File: config.mk
export PLATFORM = sky130hd
export DESIGN_NAME = aopu_dly
export DESIGN_NICKNAME = d
export VERILOG_FILES = /design/src/rtl/arc_odometry_pose_update_unit_assert.svh /design/src/rtl/aopu_dly.sv
export SDC_FILE = /design/constraint.sdc
export NUM_CORES = 1
export LEC_CHECK = 0
export BUFFER_PORTS_ARGS = -buffer_cell sky130_fd_sc_hd__buf_4
export CELL_PAD_IN_SITES_DETAIL_PLACEMENT = 1
export CELL_PAD_IN_SITES_GLOBAL_PLACEMENT = 1
export CORE_MARGIN = 1.5
export CORE_UTILIZATION = 30
export CTS_CLUSTER_SIZE = 8
export DETAILED_ROUTE_END_ITERATION = 8
export PLACE_DENSITY = 0.73
export SLEW_MARGIN = 0
export SYNTH_ARGS = -nofsm -noshare
export SYNTH_HDL_FRONTEND = slang
export SYNTH_SLANG_ARGS = --single-unit
File: constraint.sdc
create_clock -name i_clk -period 0.8 [get_ports i_clk]
set_input_delay 0.16 -clock i_clk [delete_from_list [all_inputs] [get_ports i_clk]]
set_output_delay 0.16 -clock i_clk [all_outputs]
set_load 0.1 [all_outputs]
File: src/rtl/arc_odometry_pose_update_unit_assert.svh
// assertion macros used by the arc odometry top level
`ifndef ARC_ODOMETRY_POSE_UPDATE_UNIT_ASSERT_SVH
`define ARC_ODOMETRY_POSE_UPDATE_UNIT_ASSERT_SVH

// condition holds in the same cycle as the trigger
`define AOPU_ASSERT_IMP(label, clk, rst_n, ante, cons) \
    label: assert property (@(posedge clk) disable iff (!rst_n) (ante) |-> (cons)) \
        else $error("aopu assertion failed");

// condition holds in the cycle after the trigger
`define AOPU_ASSERT_NXT(label, clk, rst_n, ante, cons) \
    label: assert property (@(posedge clk) disable iff (!rst_n) (ante) |=> (cons)) \
        else $error("aopu assertion failed");

`endif

File: src/rtl/aopu_dly.sv
// enable-gated delay line carrying a valid bit and side data
`default_nettype none
module aopu_dly #(
    parameter int WIDTH = 8,
    parameter int DEPTH = 2
) (
    input  logic             i_clk,
    input  logic             i_rst_n,
    input  logic             i_en,
    input  logic             i_valid,
    input  logic [WIDTH-1:0] i_data,
    output logic             o_valid,
    output logic [WIDTH-1:0] o_data
);

    logic [DEPTH-1:0] r_valid;
    logic [WIDTH-1:0] r_data [0:DEPTH-1];

    // valid bits shift with reset
    always_ff @(posedge i_clk) begin
        if (!i_rst_n) begin
            r_valid <= '0;
        end else if (i_en) begin
            r_valid <= {r_valid[DEPTH-2:0], i_valid};
        end
    end

    // data taps
    always_ff @(posedge i_clk) begin
        if (i_en) begin
            r_data[0] <= i_data;
            for (int k = 1; k < DEPTH; k++) begin
                r_data[k] <= r_data[k-1];
            end
        end
    end

    assign o_valid = r_valid[DEPTH-1];
    assign o_data  = r_data[DEPTH-1];

endmodule
`default_nettype wire

## After elaboration in Yosys (flattened, before gate mapping)

Memory sizes are Yosys's and may differ from the RTL's.
Index checks and enable logic that the tools add are counted.

- Register bits after elaboration: 2
- Memory bits (writable): 16
- Input port bits: 12
- Output and inout port bits: 9
- Memories: 1

- Mux-type cells: 2

Memory list:

| memory | depth | bits a word | read ports | clocked after memory_dff | wr ports | line | source |
|---|---|---|---|---|---|---|---|
| r_data | 2 | 8 | 2 | 0 | 2 | aopu_dly.sv:17 | `logic [WIDTH-1:0] r_data [0:DEPTH-1];` |

Operator list:

| kind | count |
|---|---|
| 1-bit two-way mux | 2 |

## Logic depth before layout (Yosys ltp)

Gate-level depths: netlist (run 1).

- Depth in word-level cells: 2
- Gate-level depth with buffers: 2
- Mapped depth without buffers: 2

## Worst setup path before layout (run 1)

No wires, ideal clock.

- Kind: register to register
- Start point: register r_valid[1] (netlist name)
- End point: register r_valid[1]
- Arrival time: 1,194 ps
- Data required time: 733 ps
- Slack: -461 ps
- Stages on the path, launching flop included: 3
- Period minus slack after synthesis: 1,261 ps
- Cells stage by stage: dfxtp_1 > mux2i_1 > nor2b_1

RTL lines:

| element | line | source |
|---|---|---|
| to (signal assigned) | aopu_dly.sv:24 | `r_valid <= {r_valid[DEPTH-2:0], i_valid};` |
| to (decl) | aopu_dly.sv:16 | `logic [DEPTH-1:0] r_valid;` |

==> out/metrics.yaml, run 1 <==
outcome: "complete, but fails checks"
violations: "negative setup slack"
rows: 16
slew_violations: 0
synth_area_leader_cell: "edfxtp_1"
max-slew-margin-rel_pct: 84.9
worstPathMaxFanout: 1
area_delta_synth_final_pct: 33.7
fin_nets: 59
place_inst: 69
numCtsBuffers: 3
hold_violations: 0
p_comb_share_pct: 17.1
htree_num_levels: 1
ios: 21
r2r_cells: 2
critical_path_required_ps: 640
syn_area_um2: 613
via_per_inst: 3.86
grt_pass1_wl_mm: 1.02
slowest_delay_ps: 400
synth_seq_area_share_pct: 84.9
synth.avg_cell_area_um2: 20.4
drt-initial-drc-count: 0
portBuffers: 20
post-route-drc-count: 0
crit_family: "flip-flops"
p_seq_share_pct: 56.4
cts.reportedPaths.clkPinSlew_ps: 90
start_util_pct: 31.6
drive_gt1_share_pct: 54.3
worstHoldStart: "i_data[3]"
leakagePower_nw: 0.319
n_antenna_cell: 0
hold_ws_ps: 52.0
cts_root_buffer: "clkbuf_4"
die_x_um: 48.2
rsz0062_at_grt: "true"
p_int_mw: 1.47
setup_viol: 9
synth_seq_cells: 18
num_vias: 282
antenna_found_initial: 0
max_cap_viol_count: 0
crit_path_top_delay_cell: "edfxtp_1"
track_usage_pct: 6.50
die_h_um: 48.2
fin_crit_ps: 1040
ys_warn_count: 0
power_density_nw_per_um2: 2420
ir_drop_uv: 1260
grt_max_degree: 19
overflow: 0
die_area_um2: 2320
fin_util_pct: 42.2
clock.fmax_mhz: 966
path_class: "flop to primary output"
ant_nets: 0
skew_ps: 0.513
p_switching_mw: 0.513
gp_congestion: 0.657
syn-num-nets: 42
crit_buf_inv: 1
finalWorstSetupSlack_ps: -235
tritoncts: "built"
worst_pin_slew_ps: 227
yosys-top-cells-area: "edfxtp_1 78%, buf_4 9.8%, dfxtp_1 6.5%"
hp-class: "primary input to flop"
post_cts_buffers: 0
clock_sinks: 18
dpl_worst_slack_ps: -9.79
hold_depth: 1
clkPwrFrac_pct: 26.5
grt_pass1_vias: 266
period_share_pct: 129
clock_path_buffers: 2
postSynthCellCount: 30
reg2reg_slack_ps: 160
core_area_um2: 1940
clock_latency_ps: 280
wl_um: 685
cp-start-kind: "flop"
worstReg2RegStart: "r_valid[1]"
switching_share_pct: 25.9
timing.rr.end: "r_valid[1]"
hold_buffers: 0
fin_cells: 73
wire_per_inst_um: 9.38
dr.pass1.iters: 1
min_to: "r_data[0][3]"
synth_top_area_share_pct: 78.4
synth.distinct_cells: 5
end_kind: "primary output"
path_cells: "buf_6"
critical_path_arrival_ps: 880
-- kinds of logic (layout without fill, tap and decap cells) --
kind of cell	after synthesis	after routing	share of synthesized area [%]
buf+inv	8	24	9.80
flops	18	18	84.9
mux	2	2	3.27
simple gates	2	2	2.04
-- registers in the layout, summed over array words and instances (netlist names) --
signal / cells
r_valid: 2
r_data: 16
-- cells in the final DEF, fill, tap and decap left out --
cell type,n
edfxtp_1,16
buf_4,11
buf_6,8
clkbuf_4,3
mux2i_1,2
nor2b_1,2
clkbuf_8,1
buf_12,1
dfxtp_1,1
dfxtp_4,1
-- worst max-delay path by stage --
stage	end	depth (start not counted)	startpoint	slack, ps
after CTS	o_data[4]	1	r_data[0][12]	-250
final	o_data[4]	1	r_data[0][12]	-240
after floorplan	r_valid[1]	2	r_valid[1]	10
after global routing	o_data[2]	1	r_data[0][10]	-280
after detailed placement	r_valid[0]	3	i_en	-10
after global placement	r_valid[1]	3	i_en	30
-- power by group through the flow --
| stage | sequential (mW) | clock (mW) | combinational [mW] |
|---|---|---|---|
| 6_report | 1.12 | 0.524 | 0.340 |
| 4_1_cts | 1.12 | 0.540 | 0.343 |
| 3_3_place_gp | 1.13 | 0 | 0.318 |
| 5_1_grt | 1.12 | 0.582 | 0.350 |
| 3_5_place_dp | 1.13 | 0 | 0.322 |
| 2_1_floorplan | 1.14 | 0 | 0.244 |
-- metrics by stage --
step	power [mW]	setup TNS (ps)	area [µm²]
global route	2.06	-2350	820
detailed placement	1.46	-9.79	741
finish	1.98	-1970	820
global placement	1.45	0	741
CTS	2.00	-2090	820
floorplan	1.39	0	617
-- cells in the mapped netlist --
cell type / count
edfxtp_1: 16
buf_4: 8
dfxtp_1: 2
mux2i_1: 2
nor2b_1: 2
-- timing repair --
item | 4_1_cts | 5_1_grt
cloned | 0 | 0
pin swaps | 0 | 0
endpoints found under the setup margin | 9 | 9
gates resized for setup | 11 | 0
-- layout make-up --
class	instances	area [µm²]
Tap cell	27	33.8
Timing Repair Buffer	20	193
Sequential cell	18	524
Multi-Input combinational cell	4	32.5
Clock buffer	4	36.3
Fill cell	207	1120
-- metal layers --
layer,up-vias,GRT usage (%),wire [µm]
li1,131,-,-
met1,134,8.39,269
met2,17,9.74,352
met3,0,1.11,63
met4,0,4.86,0
met5,-,0,0
(Power assumes the default switching activity.)
==> inputs of run 2 (changes only) <==
--- a/config.mk
+++ b/config.mk
@@ -8,7 +8,7 @@
 export BUFFER_PORTS_ARGS = -buffer_cell sky130_fd_sc_hd__buf_4
 export CELL_PAD_IN_SITES_DETAIL_PLACEMENT = 1
 export CELL_PAD_IN_SITES_GLOBAL_PLACEMENT = 1
-export CORE_MARGIN = 1.5
+export CORE_MARGIN = 4
 export CORE_UTILIZATION = 30
 export CTS_CLUSTER_SIZE = 8
 export DETAILED_ROUTE_END_ITERATION = 8
==> run 2 against run 1 <==
Compared with the run above: the run still ends with negative setup slack left; clock skew up 4.8 ps; combinational power about the same; sequential share of layout area grew 0.79 points; largest cell class unchanged; sequential power is essentially flat; via count down 3.5%; clock-buffer cell count unchanged; utilization down 0.52 points; maximum frequency is 0.31% lower; non-clock buffer count unchanged; power down 4.1%; die area grew 22%.
==> out/metrics.yaml, run 2 (synthesized netlist as in run 1, its figures left out) <==
skew_ps: 5.33
power.total_mw: 1.90
fin_crit_ps: 1040
via_per_inst: 3.73
path_cells: "buf_6"
crit_family: "flip-flops"
clock_path_buffers: 2
overflow: 0
cts.reportedPaths.clkPinSlew_ps: 90
antenna_found_initial: 0
slew_violations: 0
htree_num_levels: 1
leakagePower_nw: 0.313
clock_latency_ps: 280
die_h_um: 53.2
ir_drop_uv: 1360
max-slew-margin-rel_pct: 84.9
grt_pass1_wl_mm: 1.18
track_usage_pct: 6.50
period_share_pct: 130
fin_tns_setup_ps: -2030
tritoncts: "built"
rows: 16
setup_viol: 9
dpl_worst_slack_ps: -10.1
worstPathMaxFanout: 1
fin_nets: 59
dr.pass1.iters: 2
mostFrequentLayoutCell: "edfxtp_1"
core_area_um2: 1940
hold_ws_ps: 43.6
start_util_pct: 31.6
drt-initial-drc-count: 2
max_cap_viol_count: 0
crit_path_top_delay_cell: "edfxtp_1"
wire_per_inst_um: 10.3
rsz0062_at_grt: "true"
power_density_nw_per_um2: 2350
worst_pin_slew_ps: 226
top_register: "r_data"
n_antenna_cell: 0
wl_um: 751
clock_sinks: 18
hold_violations: 0
layout_common_cells: "16 x edfxtp_1, 11 x buf_4, 8 x buf_6, 3 x clkbuf_4"
largestRegisters: "r_data: 16 flops, r_valid: 2 flops"
gp_congestion: 0.595
post-route-drc-count: 0
die_area_um2: 2830
largest_register_ffs: 16
ant_nets: 0
critical_path_required_ps: 640
grt_max_degree: 19
critical_path_arrival_ps: 880
drive_gt1_share_pct: 52.2
die_x_um: 53.2
grt_pass1_vias: 293
end_kind: "primary output"
violations: "negative setup slack"
path_class: "flop to primary output"
num_vias: 272
hp-class: "primary input to flop"
numCtsBuffers: 3
clock.fmax_mhz: 963
portBuffers: 20
finalWorstSetupSlack_ps: -239
slowest_delay_ps: 390
cp-start-kind: "flop"
outcome: "complete, but fails checks"
area_delta_synth_final_pct: 32.0
cts_root_buffer: "clkbuf_4"
crit_buf_inv: 1
ios: 21
-- run 2: report_power, final --
part	leakage [nW]	switching, mW	internal [mW]
Clock	0.0150	0.250	0.194
Sequential	0.174	0.0216	1.10
Combinational	0.124	0.244	0.0964
Total	0.313	0.515	1.39
-- run 2: final timing paths --
| check | startpoint | end | slack, ps | depth (start not counted) |
|---|---|---|---|---|
| min reg2reg | r_data[0][2] | r_data[0][10] | 430 | 0 |
| max reg2reg | r_valid[1] | r_valid[1] | 150 | 2 |
| min | i_data[6] | r_data[0][6] | 40 | 1 |
| max | r_data[0][8] | o_data[0] | -240 | 1 |
-- run 2: area by class of cell --
type | instances | area, µm²
multi-input cells | 4 | 32.5
flip-flops and latches | 18 | 524
clock buffers | 4 | 26.3
repair buffers | 20 | 193
fillers | 207 | 1130
well taps | 27 | 33.8
-- run 2: per-layer routing --
| layer | track usage [%] | up-vias | part of all wire [%] |
|---|---|---|---|
| met3 | 3.10 | 2 | 12 |
| met1 | 5.05 | 123 | 42 |
| met5 | 0 | - | 0 |
| met2 | 10.6 | 16 | 45 |
| li1 | - | 131 | - |
| met4 | 7.66 | 0 | 0.53 |
-- run 2: metrics by stage --
stage               utilization (%)  instance area (µm²)  cells
global placement               38.1                  741     69
CTS                            41.7                  810     73
finish                         41.7                  810     73
floorplan                         -                  617     30
global route                   41.7                  810     73
detailed placement             38.1                  741     69
-- run 2: repair_timing --
action,4_1_cts,5_1_grt
resized for setup,11,0
setup buffers,0,0
gates cloned,0,0
endpoints found under the setup margin,9,9
hold buffers,0,0
==> inputs of run 3 (changes only) <==
--- a/config.mk
+++ b/config.mk
@@ -12,7 +12,7 @@
 export CORE_UTILIZATION = 30
 export CTS_CLUSTER_SIZE = 8
 export DETAILED_ROUTE_END_ITERATION = 8
-export PLACE_DENSITY = 0.73
+export PLACE_DENSITY_LB_ADDON = 0.1
 export SLEW_MARGIN = 0
 export SYNTH_ARGS = -nofsm -noshare
 export SYNTH_HDL_FRONTEND = slang
==> run 3 against run 2 <==
Compared with the run above: the run still ends with negative setup slack left; highest routed layer is now met3; clock power rose by 20%; sequential share of layout area is 0.79 points lower; wire length increased by 18%; sequential power barely moved; combinational power about the same; clock skew shrank 4.9 ps; non-clock buffer count is the same; via count up 3.3%; first-iteration DRC count up 50%; power grew 4.7%.
==> out/metrics.yaml, run 3 (synthesized netlist as in run 1, its figures left out) <==
setup_viol: 9
crit_family: "flip-flops"
die_h_um: 53.2
use_met1_pct: 6.81
fin_nets: 59
p_int_mw: 1.47
clock_latency_ps: 280
portBuffers: 20
worstPathMaxFanout: 1
dpl_worst_slack_ps: -43.8
use_met3_pct: 2.25
post-route-drc-count: 0
track_usage_pct: 7.14
hp-class: "primary input to flop"
cts.reportedPaths.clkPinSlew_ps: 90
p_switching_mw: 0.522
num_vias: 281
skew_ps: 0.477
path_cells: "buf_6"
finalInstanceArea_um2: 820
violations: "negative setup slack"
critical_path_required_ps: 640
fin_cells: 73
wire_per_inst_um: 12.1
slowest_delay_ps: 400
outcome: "complete, but fails checks"
dr.pass1.iters: 2
grt_pass1_wl_mm: 1.35
clkPwrFrac_pct: 26.7
finalWorstSetupSlack_ps: -242
largestRegisters: "r_data: 16 flops, r_valid: 2 flops"
slew_violations: 0
layout_common_cells: "16 x edfxtp_1, 11 x buf_4, 8 x buf_6, 3 x clkbuf_4"
rsz0062_at_grt: "true"
end_kind: "primary output"
largest_register_ffs: 16
seq_area_um2: 524
area_delta_synth_final_pct: 33.7
ant_nets: 0
core_area_um2: 1940
htree_num_levels: 1
antenna_found_initial: 0
grt_max_degree: 19
overflow: 0
n_antenna_cell: 0
hold_buffers: 0
max-slew-margin-rel_pct: 84.3
max_cap_viol_count: 0
place_area_um2: 741
ios: 21
numCtsBuffers: 3
clock.fmax_mhz: 960
nFillCells: 204
critical_path_arrival_ps: 880
p_comb_share_pct: 17.2
power_density_nw_per_um2: 2430
hold_ws_ps: 47.1
via_per_inst: 3.85
crit_buf_inv: 1
switching_share_pct: 26.2
clock_path_buffers: 2
die_x_um: 53.2
gp_congestion: 0.615
cts_root_buffer: "clkbuf_4"
drt-initial-drc-count: 3
leakagePower_nw: 0.319
start_util_pct: 31.6
crit_path_top_delay_cell: "edfxtp_1"
multi_input_area_um2: 32.5
hold_violations: 0
top_usage_layer: "met2"
rows: 16
path_class: "flop to primary output"
fin_tns_setup_ps: -2040
wl_um: 886
top_register: "r_data"
mostFrequentLayoutCell: "edfxtp_1"
fin_crit_ps: 1040
die_area_um2: 2830
clock_sinks: 18
tritoncts: "built"
drive_gt1_share_pct: 54.3
worst_pin_slew_ps: 236
globalRouteMet2Util_pct: 12.7
p_seq_share_pct: 56.1
place_inst: 69
cp-start-kind: "flop"
ir_drop_uv: 1010
post_cts_buffers: 0
grt_pass1_vias: 317
period_share_pct: 130
-- run 3: repair_timing --
| action | CTS | global route |
|---|---|---|
| gates cloned | 0 | 0 |
| pin swaps | 0 | 0 |
| endpoints found under the setup margin | 9 | 9 |
| resized for setup | 11 | 0 |
-- run 3: layer usage --
| layer | vias up | routed length, µm |
|---|---|---|
| met5 | - | 0 |
| met4 | 0 | 0 |
| li1 | 131 | - |
| met3 | 0 | 77 |
| met1 | 137 | 312 |
| met2 | 13 | 496 |
-- run 3: final timing paths --
kind / from / to / slack (ps) / depth (start not counted)
setup / recovery: r_data[0][10] / o_data[2] / -240 / 1
hold reg to reg: r_data[0][6] / r_data[0][14] / 430 / 0
hold / removal: i_data[6] / r_data[0][6] / 50 / 1
setup reg to reg: r_valid[1] / r_valid[1] / 160 / 2
-- run 3: stage by stage --
stage / total power [mW] / util [%]
detailed placement: 1.46 / 38.1
finish: 1.99 / 42.2
floorplan: 1.39 / -
global route: 2.09 / 42.2
global placement: 1.45 / 38.1
CTS: 2.03 / 42.2
-- run 3: area by class of cell --
class                   instances  share of cell area [%]
flip-flops and latches         18                    64.0
repair buffers                 20                    23.5
clock buffers                   4                    4.43
well taps                      27                    4.12
multi-input cells               4                    3.97
-- run 3: power groups by stage --
stage	clock (mW)	sequential [mW]	combinational [mW]
2_1_floorplan	0	1.14	0.244
3_3_place_gp	0	1.13	0.318
3_5_place_dp	0	1.13	0.325
4_1_cts	0.561	1.12	0.346
5_1_grt	0.617	1.12	0.353
6_report	0.531	1.12	0.342
